==> src/rtl/core/bmhq_pkg.sv <==
// Shared constants, entry type and codes for the binary min-heap queue.
package bmhq_pkg;

  localparam int unsigned CAPACITY     = 16;
  localparam int unsigned KEY_BITS     = 32;
  localparam int unsigned PAYLOAD_BITS = 16;

  // heap index, fill count, and child index wide enough for 2*pos+2
  localparam int unsigned IDX_W = $clog2(CAPACITY);
  localparam int unsigned CNT_W = $clog2(CAPACITY + 1);
  localparam int unsigned LFT_W = IDX_W + 2;

  typedef logic [KEY_BITS-1:0]     key_t;
  typedef logic [PAYLOAD_BITS-1:0] pay_t;
  typedef logic [IDX_W-1:0]        idx_t;
  typedef logic [CNT_W-1:0]        cnt_t;
  typedef logic [LFT_W-1:0]        lft_t;

  typedef struct packed {
    key_t key;
    pay_t pay;
  } entry_t;

  typedef enum logic {
    OP_INSERT  = 1'b0,
    OP_EXTRACT = 1'b1
  } op_e;

  typedef enum logic [1:0] {
    ERR_NONE  = 2'd0,
    ERR_EMPTY = 2'd1,
    ERR_FULL  = 2'd2
  } err_e;

endpackage

==> src/rtl/core/binary_min_heap_queue_top.sv <==
// Binary min-heap priority queue: heap memory, sift sequencer and result register.
//
//   channel  handshake              fields
//   req      req_valid_i/ready_o    operation_i, key_i, payload_i
//   res      res_valid_o/ready_i    out_valid_o, out_key_o, out_payload_o, error_o,
//                                   entry_count_o, min_key_o, min_payload_o, empty_res_o
//
// One item at a time through a 2-read/1-write heap memory with registered reads;
// each sift level passes a check state and a compare state. An insert walks up from
// the new leaf; an extract reads the root and last entry, then sifts down; errors go
// straight to the root read and the result. Reset clears the count and control only.
// A waiting result does not block the next item; that item's result is held back
// until the previous one is taken.
module binary_min_heap_queue_top (
  input  logic                              clk_i,
  input  logic                              rst_ni,
  input  logic                              req_valid_i,
  output logic                              req_ready_o,
  input  logic                              operation_i,
  input  logic [bmhq_pkg::KEY_BITS-1:0]     key_i,
  input  logic [bmhq_pkg::PAYLOAD_BITS-1:0] payload_i,
  output logic                              res_valid_o,
  input  logic                              res_ready_i,
  output logic                              out_valid_o,
  output logic [bmhq_pkg::KEY_BITS-1:0]     out_key_o,
  output logic [bmhq_pkg::PAYLOAD_BITS-1:0] out_payload_o,
  output logic [1:0]                        error_o,
  output logic [bmhq_pkg::CNT_W-1:0]        entry_count_o,
  output logic [bmhq_pkg::KEY_BITS-1:0]     min_key_o,
  output logic [bmhq_pkg::PAYLOAD_BITS-1:0] min_payload_o,
  output logic                              empty_res_o
);

  typedef enum logic [8:0] {
    S_IDLE    = 9'b000000001,
    S_UP_CHK  = 9'b000000010,
    S_UP_CMP  = 9'b000000100,
    S_EX_RD   = 9'b000001000,
    S_EX_CAP  = 9'b000010000,
    S_DN_CHK  = 9'b000100000,
    S_DN_CMP  = 9'b001000000,
    S_ROOT_RD = 9'b010000000,
    S_RES     = 9'b100000000
  } state_e;

  state_e                 state_q, state_d;
  bmhq_pkg::cnt_t         count_q, count_d;
  bmhq_pkg::idx_t         pos_q, pos_d;
  bmhq_pkg::entry_t       item_q, item_d;
  bmhq_pkg::entry_t       ext_q, ext_d;
  logic                   op_q, op_d;
  bmhq_pkg::err_e         err_q, err_d;

  bmhq_pkg::entry_t       heap_mem_q [bmhq_pkg::CAPACITY];
  bmhq_pkg::entry_t       rd0_q, rd1_q;
  bmhq_pkg::idx_t         ra0, ra1, wa;
  bmhq_pkg::entry_t       wd;
  logic                   we;

  logic                   load_res;
  logic                   res_valid_q;
  logic                   res_out_valid_q;
  bmhq_pkg::entry_t       res_ext_q;
  bmhq_pkg::err_e         res_err_q;
  bmhq_pkg::cnt_t         res_count_q;
  bmhq_pkg::entry_t       res_min_q;

  bmhq_pkg::lft_t         lft, rgt, cnt_ext;
  bmhq_pkg::idx_t         parent;
  logic                   lt_l, take_r;
  bmhq_pkg::key_t         best_key;

  assign req_ready_o = (state_q == S_IDLE);

  // child and parent positions of the hole
  assign lft     = bmhq_pkg::LFT_W'({pos_q, 1'b0}) + bmhq_pkg::LFT_W'(1);
  assign rgt     = lft + bmhq_pkg::LFT_W'(1);
  assign cnt_ext = bmhq_pkg::LFT_W'(count_q);
  assign parent  = (pos_q - bmhq_pkg::IDX_W'(1)) >> 1;

  // sift-down compare: smallest of moving item, left child, right child (ties keep the item, then left)
  assign lt_l     = (rd0_q.key < item_q.key);
  assign best_key = lt_l ? rd0_q.key : item_q.key;
  assign take_r   = (rgt < cnt_ext) && (rd1_q.key < best_key);

  always_comb begin
    state_d  = state_q;
    count_d  = count_q;
    pos_d    = pos_q;
    item_d   = item_q;
    ext_d    = ext_q;
    op_d     = op_q;
    err_d    = err_q;
    we       = 1'b0;
    wa       = pos_q;
    wd       = item_q;
    ra0      = '0;
    ra1      = '0;
    load_res = 1'b0;

    unique case (state_q)
      S_IDLE: begin
        if (req_valid_i) begin
          item_d = '{key: key_i, pay: payload_i};
          op_d   = operation_i;
          ext_d  = '0;
          err_d  = bmhq_pkg::ERR_NONE;
          if (operation_i == bmhq_pkg::OP_EXTRACT) begin
            if (count_q == '0) begin
              err_d   = bmhq_pkg::ERR_EMPTY;
              state_d = S_ROOT_RD;
            end else begin
              state_d = S_EX_RD;
            end
          end else begin
            if (count_q == bmhq_pkg::CNT_W'(bmhq_pkg::CAPACITY)) begin
              err_d   = bmhq_pkg::ERR_FULL;
              state_d = S_ROOT_RD;
            end else begin
              pos_d   = count_q[bmhq_pkg::IDX_W-1:0];
              count_d = count_q + bmhq_pkg::CNT_W'(1);
              state_d = S_UP_CHK;
            end
          end
        end
      end

      S_UP_CHK: begin
        if (pos_q == '0) begin
          we      = 1'b1;
          state_d = S_ROOT_RD;
        end else begin
          ra0     = parent;
          state_d = S_UP_CMP;
        end
      end

      S_UP_CMP: begin
        we = 1'b1;
        if (rd0_q.key > item_q.key) begin
          // parent moves down into the hole
          wd      = rd0_q;
          pos_d   = parent;
          state_d = S_UP_CHK;
        end else begin
          state_d = S_ROOT_RD;
        end
      end

      S_EX_RD: begin
        ra0     = '0;
        ra1     = bmhq_pkg::IDX_W'(count_q - bmhq_pkg::CNT_W'(1));
        count_d = count_q - bmhq_pkg::CNT_W'(1);
        state_d = S_EX_CAP;
      end

      S_EX_CAP: begin
        ext_d   = rd0_q;
        item_d  = rd1_q;
        pos_d   = '0;
        state_d = S_DN_CHK;
      end

      S_DN_CHK: begin
        if (lft >= cnt_ext) begin
          we      = 1'b1;
          state_d = S_ROOT_RD;
        end else begin
          ra0     = lft[bmhq_pkg::IDX_W-1:0];
          ra1     = rgt[bmhq_pkg::IDX_W-1:0];
          state_d = S_DN_CMP;
        end
      end

      S_DN_CMP: begin
        we = 1'b1;
        if (take_r) begin
          wd      = rd1_q;
          pos_d   = rgt[bmhq_pkg::IDX_W-1:0];
          state_d = S_DN_CHK;
        end else if (lt_l) begin
          wd      = rd0_q;
          pos_d   = lft[bmhq_pkg::IDX_W-1:0];
          state_d = S_DN_CHK;
        end else begin
          state_d = S_ROOT_RD;
        end
      end

      S_ROOT_RD: begin
        // ra0 stays at the root so rd0_q holds it through S_RES
        state_d = S_RES;
      end

      S_RES: begin
        if (!res_valid_q || res_ready_i) begin
          load_res = 1'b1;
          state_d  = S_IDLE;
        end
      end

      default: begin
        state_d = S_IDLE;
      end
    endcase
  end

  always_ff @(posedge clk_i or negedge rst_ni) begin
    if (!rst_ni) begin
      state_q     <= S_IDLE;
      count_q     <= '0;
      res_valid_q <= 1'b0;
    end else begin
      state_q <= state_d;
      count_q <= count_d;
      if (load_res) begin
        res_valid_q <= 1'b1;
      end else if (res_ready_i) begin
        res_valid_q <= 1'b0;
      end
    end
  end

  always_ff @(posedge clk_i) begin
    pos_q  <= pos_d;
    item_q <= item_d;
    ext_q  <= ext_d;
    op_q   <= op_d;
    err_q  <= err_d;
  end

  // heap memory: one write, two registered reads
  always_ff @(posedge clk_i) begin
    if (we) begin
      heap_mem_q[wa] <= wd;
    end
    rd0_q <= heap_mem_q[ra0];
    rd1_q <= heap_mem_q[ra1];
  end

  always_ff @(posedge clk_i) begin
    if (load_res) begin
      res_out_valid_q <= (op_q == bmhq_pkg::OP_EXTRACT) && (err_q == bmhq_pkg::ERR_NONE);
      res_ext_q       <= ext_q;
      res_err_q       <= err_q;
      res_count_q     <= count_q;
      res_min_q       <= (count_q == '0) ? '0 : rd0_q;
    end
  end

  assign res_valid_o   = res_valid_q;
  assign out_valid_o   = res_out_valid_q;
  assign out_key_o     = res_ext_q.key;
  assign out_payload_o = res_ext_q.pay;
  assign error_o       = res_err_q;
  assign entry_count_o = res_count_q;
  assign min_key_o     = res_min_q.key;
  assign min_payload_o = res_min_q.pay;
  assign empty_res_o   = (res_count_q == '0);

endmodule

==> config.mk <==
export PLATFORM = sky130hd
export DESIGN_NAME = binary_min_heap_queue_top
export DESIGN_NICKNAME = d
export VERILOG_FILES = /design/src/rtl/core/bmhq_pkg.sv /design/src/rtl/core/binary_min_heap_queue_top.sv
export SDC_FILE = /design/constraint.sdc
export NUM_CORES = 2
export LEC_CHECK = 0
export BUFFER_PORTS_ARGS = -buffer_cell sky130_fd_sc_hd__buf_2
export CAP_MARGIN = 30
export CORE_MARGIN = 5
export CORE_UTILIZATION = 55
export CTS_BUF_LIST = sky130_fd_sc_hd__clkbuf_4
export CTS_CLUSTER_SIZE = 24
export DETAILED_ROUTE_END_ITERATION = 7
export HOLD_SLACK_MARGIN = 0.1
export PLACE_DENSITY = 0.77
export SLEW_MARGIN = 20
export SYNTH_ARGS = -nofsm -noshare
export SYNTH_HDL_FRONTEND = slang
export SYNTH_SLANG_ARGS = --single-unit
==> constraint.sdc <==
create_clock -name clk_i -period 6.1 [get_ports clk_i]
set_input_delay 0.305 -clock clk_i [delete_from_list [all_inputs] [get_ports clk_i]]
set_output_delay 0.305 -clock clk_i [all_outputs]
set_load 0.05 [all_outputs]
==> metrics.md <==
| Metric | Value |
|---|---|
| Main synth FF type | edfxtp_1 |
| Final Non-Filler Cells | roughly 4600 |
| GRT Total Usage | about 30% |
| Total Nets Final | 3436 |
| TritonCTS clock tree | yes |
| Die height | 302 um |
| PD cells | around 370 nW/um2 |
| Max Fclk | about 170 MHz |
| Worst-path cell chain | ha_1 > nand4_1 > nor4_2 > a21boi_1 > o31a_1 > nor2_4 > buf_4 > mux2i_1 > ha_1 > and4_1 > and4_1 > nand2_1 > or4_1 > nor2_1 > o211ai_4 > buf_4 > a21boi_1 > a221o_1 > buf_12 |
| Pin count of the biggest net entering global routing | 97 |
| Initial antenna violation count | 8 |
| Asr flop ratio synth | 1.38% |
| Met2 WL | 63400 um |
| Final setup viols | 0 |
| RSZ-0062 raised after global routing | false |
| Req. time, crit path | 7.03 ns |
| Layout Skew | approximately 0.098 ns |
| DR vias | 30900 |
| Synthesized area per cell | 16.7 um2 |
| Crit start category | flop |
| VDD IR-drop max | 0.200 mV |
| Die width | 302 um |
| Seq/Total Area, Yosys | roughly two thirds |
| Global-route wire length before repair | approximately 200000 um |
| Overall power consumption | approximately 20 mW |
| Post-CTS Repair Setup Buffers | 0 |
| Crit Path Category | flop to flop |
| Outcome | finished clean |
| PortBufs | 159 |
| Most frequent cells in the layout | edfxtp_1 (975), clkbuf_4 (377), nand2_1 (268) |
| P_leak | just over 20 nW |
| Vias in the first global route | 31700 |
| Filler Cell Count | 5669 |
| Post-synth EDFFs | about 980 |
| Area share of xor/xnor cells in the synthesized design | 0.223% |
| Slew @ Worst Pin | about 1.0 ns |
| Worst slew margin | 30.1% |
| Multiplexer area fraction after synthesis | 15.3% |
| Fin. max-slew vios | 0 |
| Commonest non-fill, non-tap cell in the layout | edfxtp_1 |
| Net Count, Synth | about 3000 |
| Cell variety after synth | 75 |
| Worst-path cell with the longest stage delay | or4_1 |
| Crit. End Element | flop |
| Die Area | roughly 90000 um2 |
| Adder-Cell Fraction of Synth Area | just over 2% |
| Worst path max stage delay | 0.63 ns |
| CTS sink count | ~1100 |
| Worst reg2reg endpoint | heap_mem_q[2][35] |
| Root buf cell | clkbuf_4 |
| Flop2flop setup slack | 0.20 ns |
| Wirelength per Cell | 29.3 um |
| Clock Pin Slew Worst Setup and Hold Paths | 0.07 ns |
| Hold_ws | ~0.2 ns |
| Hold Path Class | input port to flop |
| End of the critical path | heap_mem_q[2][35] |
| IO Count | 160 |
| Detailed placement HPWL | 77600 um |
| Synth Area in Compound Gates | 7.96% |
| Worst R2R Start | rd0_q[31] |
| Gate count after technology mapping | 2817 |
| Worst-Skew Late Latency | 1.15 ns |
| Met3 WL | approximately 20000 um |
| Crit path launch | rd0_q[31] |
| Rows | ~110 |
| Setup TNS | 0 ns |
| Worst-path fanout max | 19 |
| CORE AREA | between 80000 and 90000 um2 |
| CTS buffer count | roughly 280 |
| Final min period | 5.90 ns |
| Final WL | around 140000 um |
| Pre-antenna DRT Iters | 6 |
| Critical Path AT | 6.84 ns |
| H-tree level count | 5 |
| Area Growth Syn to Fin | 16.5% |
| Ys Warns | 0 |
| Highest metal used | met5 |
| Final hold vios | 0 |
| Placed insts | 4069 |
| Via density per instance | 6.65 |
| Initial DRC count | 4244 |
| Fin crit share | 96.8% |
| Metal-1 WL | 46200 um |
| Final ANT Viol Nets | 0 |
| Combinational family with the most area after synthesis | multiplexers |
| # DRC | 0 |
| Clock tree buffer depth | 4 |
| Synth Area in Simple Gates | 5.16% |
| Maximum capacitance violations | 0 |
| Flops & latches, synth | 1086 |
| RePlAce Congestion | 0.930 |
| Synthesized cell area | roughly 47000 um2 |
| Share of post-route cells with drive strength above 1 | 28.3% |
| Reg2Reg Depth | 19 |
| Finished Core Util | 64.5% |
| Grt ovf | 0 |
| Initial Util | 55.3% |
-- worst max-delay path: cells and delay by family (launching register included) --
| family | cells | cell delay (ns) |
|---|---|---|
| and+or+nand+nor | 8 | 2.33 |
| DFF | 1 | 0.42 |
| muxes | 1 | 0.16 |
| adders and majority gates | 2 | 0.71 |
| AOI/OAI and AO/OA | 5 | 1.35 |
| buffers and inverters | 3 | 0.68 |
-- synthesized netlist by cell type, types with 3 or more instances --
cell type  count  area share, %
buf_2         63           0.67
nor2b_1       54           0.72
a21boi_1      42           0.67
dfxtp_1       96            4.1
o21a_1         4          0.064
xnor2_1        7           0.13
nand3_1       15           0.16
xor2_1         5          0.093
a31oi_1        6          0.080
nor3_1        10           0.11
mux4_2       240             11
dfrtp_1       14           0.74
a21o_1         8           0.13
nor2_1        27           0.22
nor4_1         6          0.080
buf_4         20           0.32
o21ai_1        5          0.053
buf_6          3          0.072
and4_1         3          0.056
edfxtp_1     975             62
nand2_1      269            2.1
nand4b_1       3          0.056
a221o_1       98            2.1
buf_1         17           0.14
nand4_1       12           0.16
o22ai_1       49           0.65
ha_1          77            2.0
inv_1         50           0.40
a21boi_0       9           0.14
a21oi_1       73           0.78
clkbuf_1      73           0.58
mux2i_1      178            3.8
o31a_1         3          0.056
a22oi_1      147            2.3
o21ai_0       17           0.18
and2_1        61           0.81
a211oi_1       4          0.064
o211ai_1       9           0.14
and4b_1        4          0.085
and3_1        15           0.20
-- power breakdown --
part           switching (mW)  internal (mW)  leakage (nW)  total [mW]
Sequential              0.574           9.32          9.83        9.89
Combinational            2.74           1.92          8.67        4.66
Clock                    2.88           3.04          1.99        5.92
-- flip-flops by register name, indices dropped and copies added, names as in the netlist, 2 cells and up --
name	count
item_q	48
pos_q	4
rd1_q	48
err_q	2
error_o	2
heap_mem_q	768
rd0_q	48
state_q	9
count_q	5
min_payload_o	16
entry_count_o	5
min_key_o	32
out_key_o	32
ext_q	48
out_payload_o	16
-- stage by stage --
step	cell area (um2)	setup slack, ns
floorplan	47000	1.11
global placement	50300	0.431
detailed placement	50400	0.231
CTS	54700	0.191
global route	54800	0.0787
finish	54800	0.197
-- final cells by class --
| type | count | area, um2 | area share [%] |
|---|---|---|---|
| sequential | 1086 | 31600 | 57.6 |
| inverter | 50 | 188 | 0.342 |
| multi-input combinational | 1503 | 14700 | 26.8 |
| clock buffer | 377 | 2830 | 5.16 |
| antenna | 6 | 15.0 | 0.0274 |
| timing repair buffer | 389 | 3620 | 6.60 |
| clock inverter | 91 | 467 | 0.852 |
| tap | 1144 | 1430 | 2.61 |
-- cells by family (layout without fill, tap and decap cells) --
family / Yosys count / count (layout)
other: 0 / 6
AND/OR/NAND/NOR: 497 / 497
adder cells (fa/ha/maj): 77 / 77
multiplexers: 418 / 418
XOR/XNOR: 12 / 12
AO/OA/AOI/OAI: 499 / 499
buffers and inverters: 228 / 907
flip-flops: 1086 / 1086
-- worst min-delay path by stage --
stage	cells after the start	slack [ns]	endpoint	start
finish	4	0.20	item_q[44]	key_i[28]
global route	4	0.14	item_q[42]	key_i[26]
CTS	4	0.10	item_q[44]	key_i[28]
detailed placement	1	0.24	res_valid_o	rst_ni
global placement	1	0.24	res_valid_o	rst_ni
floorplan	0	0.009	count_q[0]	rst_ni
-- routing by layer --
layer	up-vias	GRT usage, %
li1	12600	-
met1	15300	38.2
met2	2543	46.4
met3	497	9.21
met4	4	13.9
met5	-	0
-- timing repair --
item | 4_1_cts | 5_1_grt
hold buffers | 100 | 0
setup endpoints to repair | 0 | 51
hold endpoints to repair | 123 | 0
gates resized for setup | 0 | 2
Note: power is estimated with default switching activity, not from simulation.
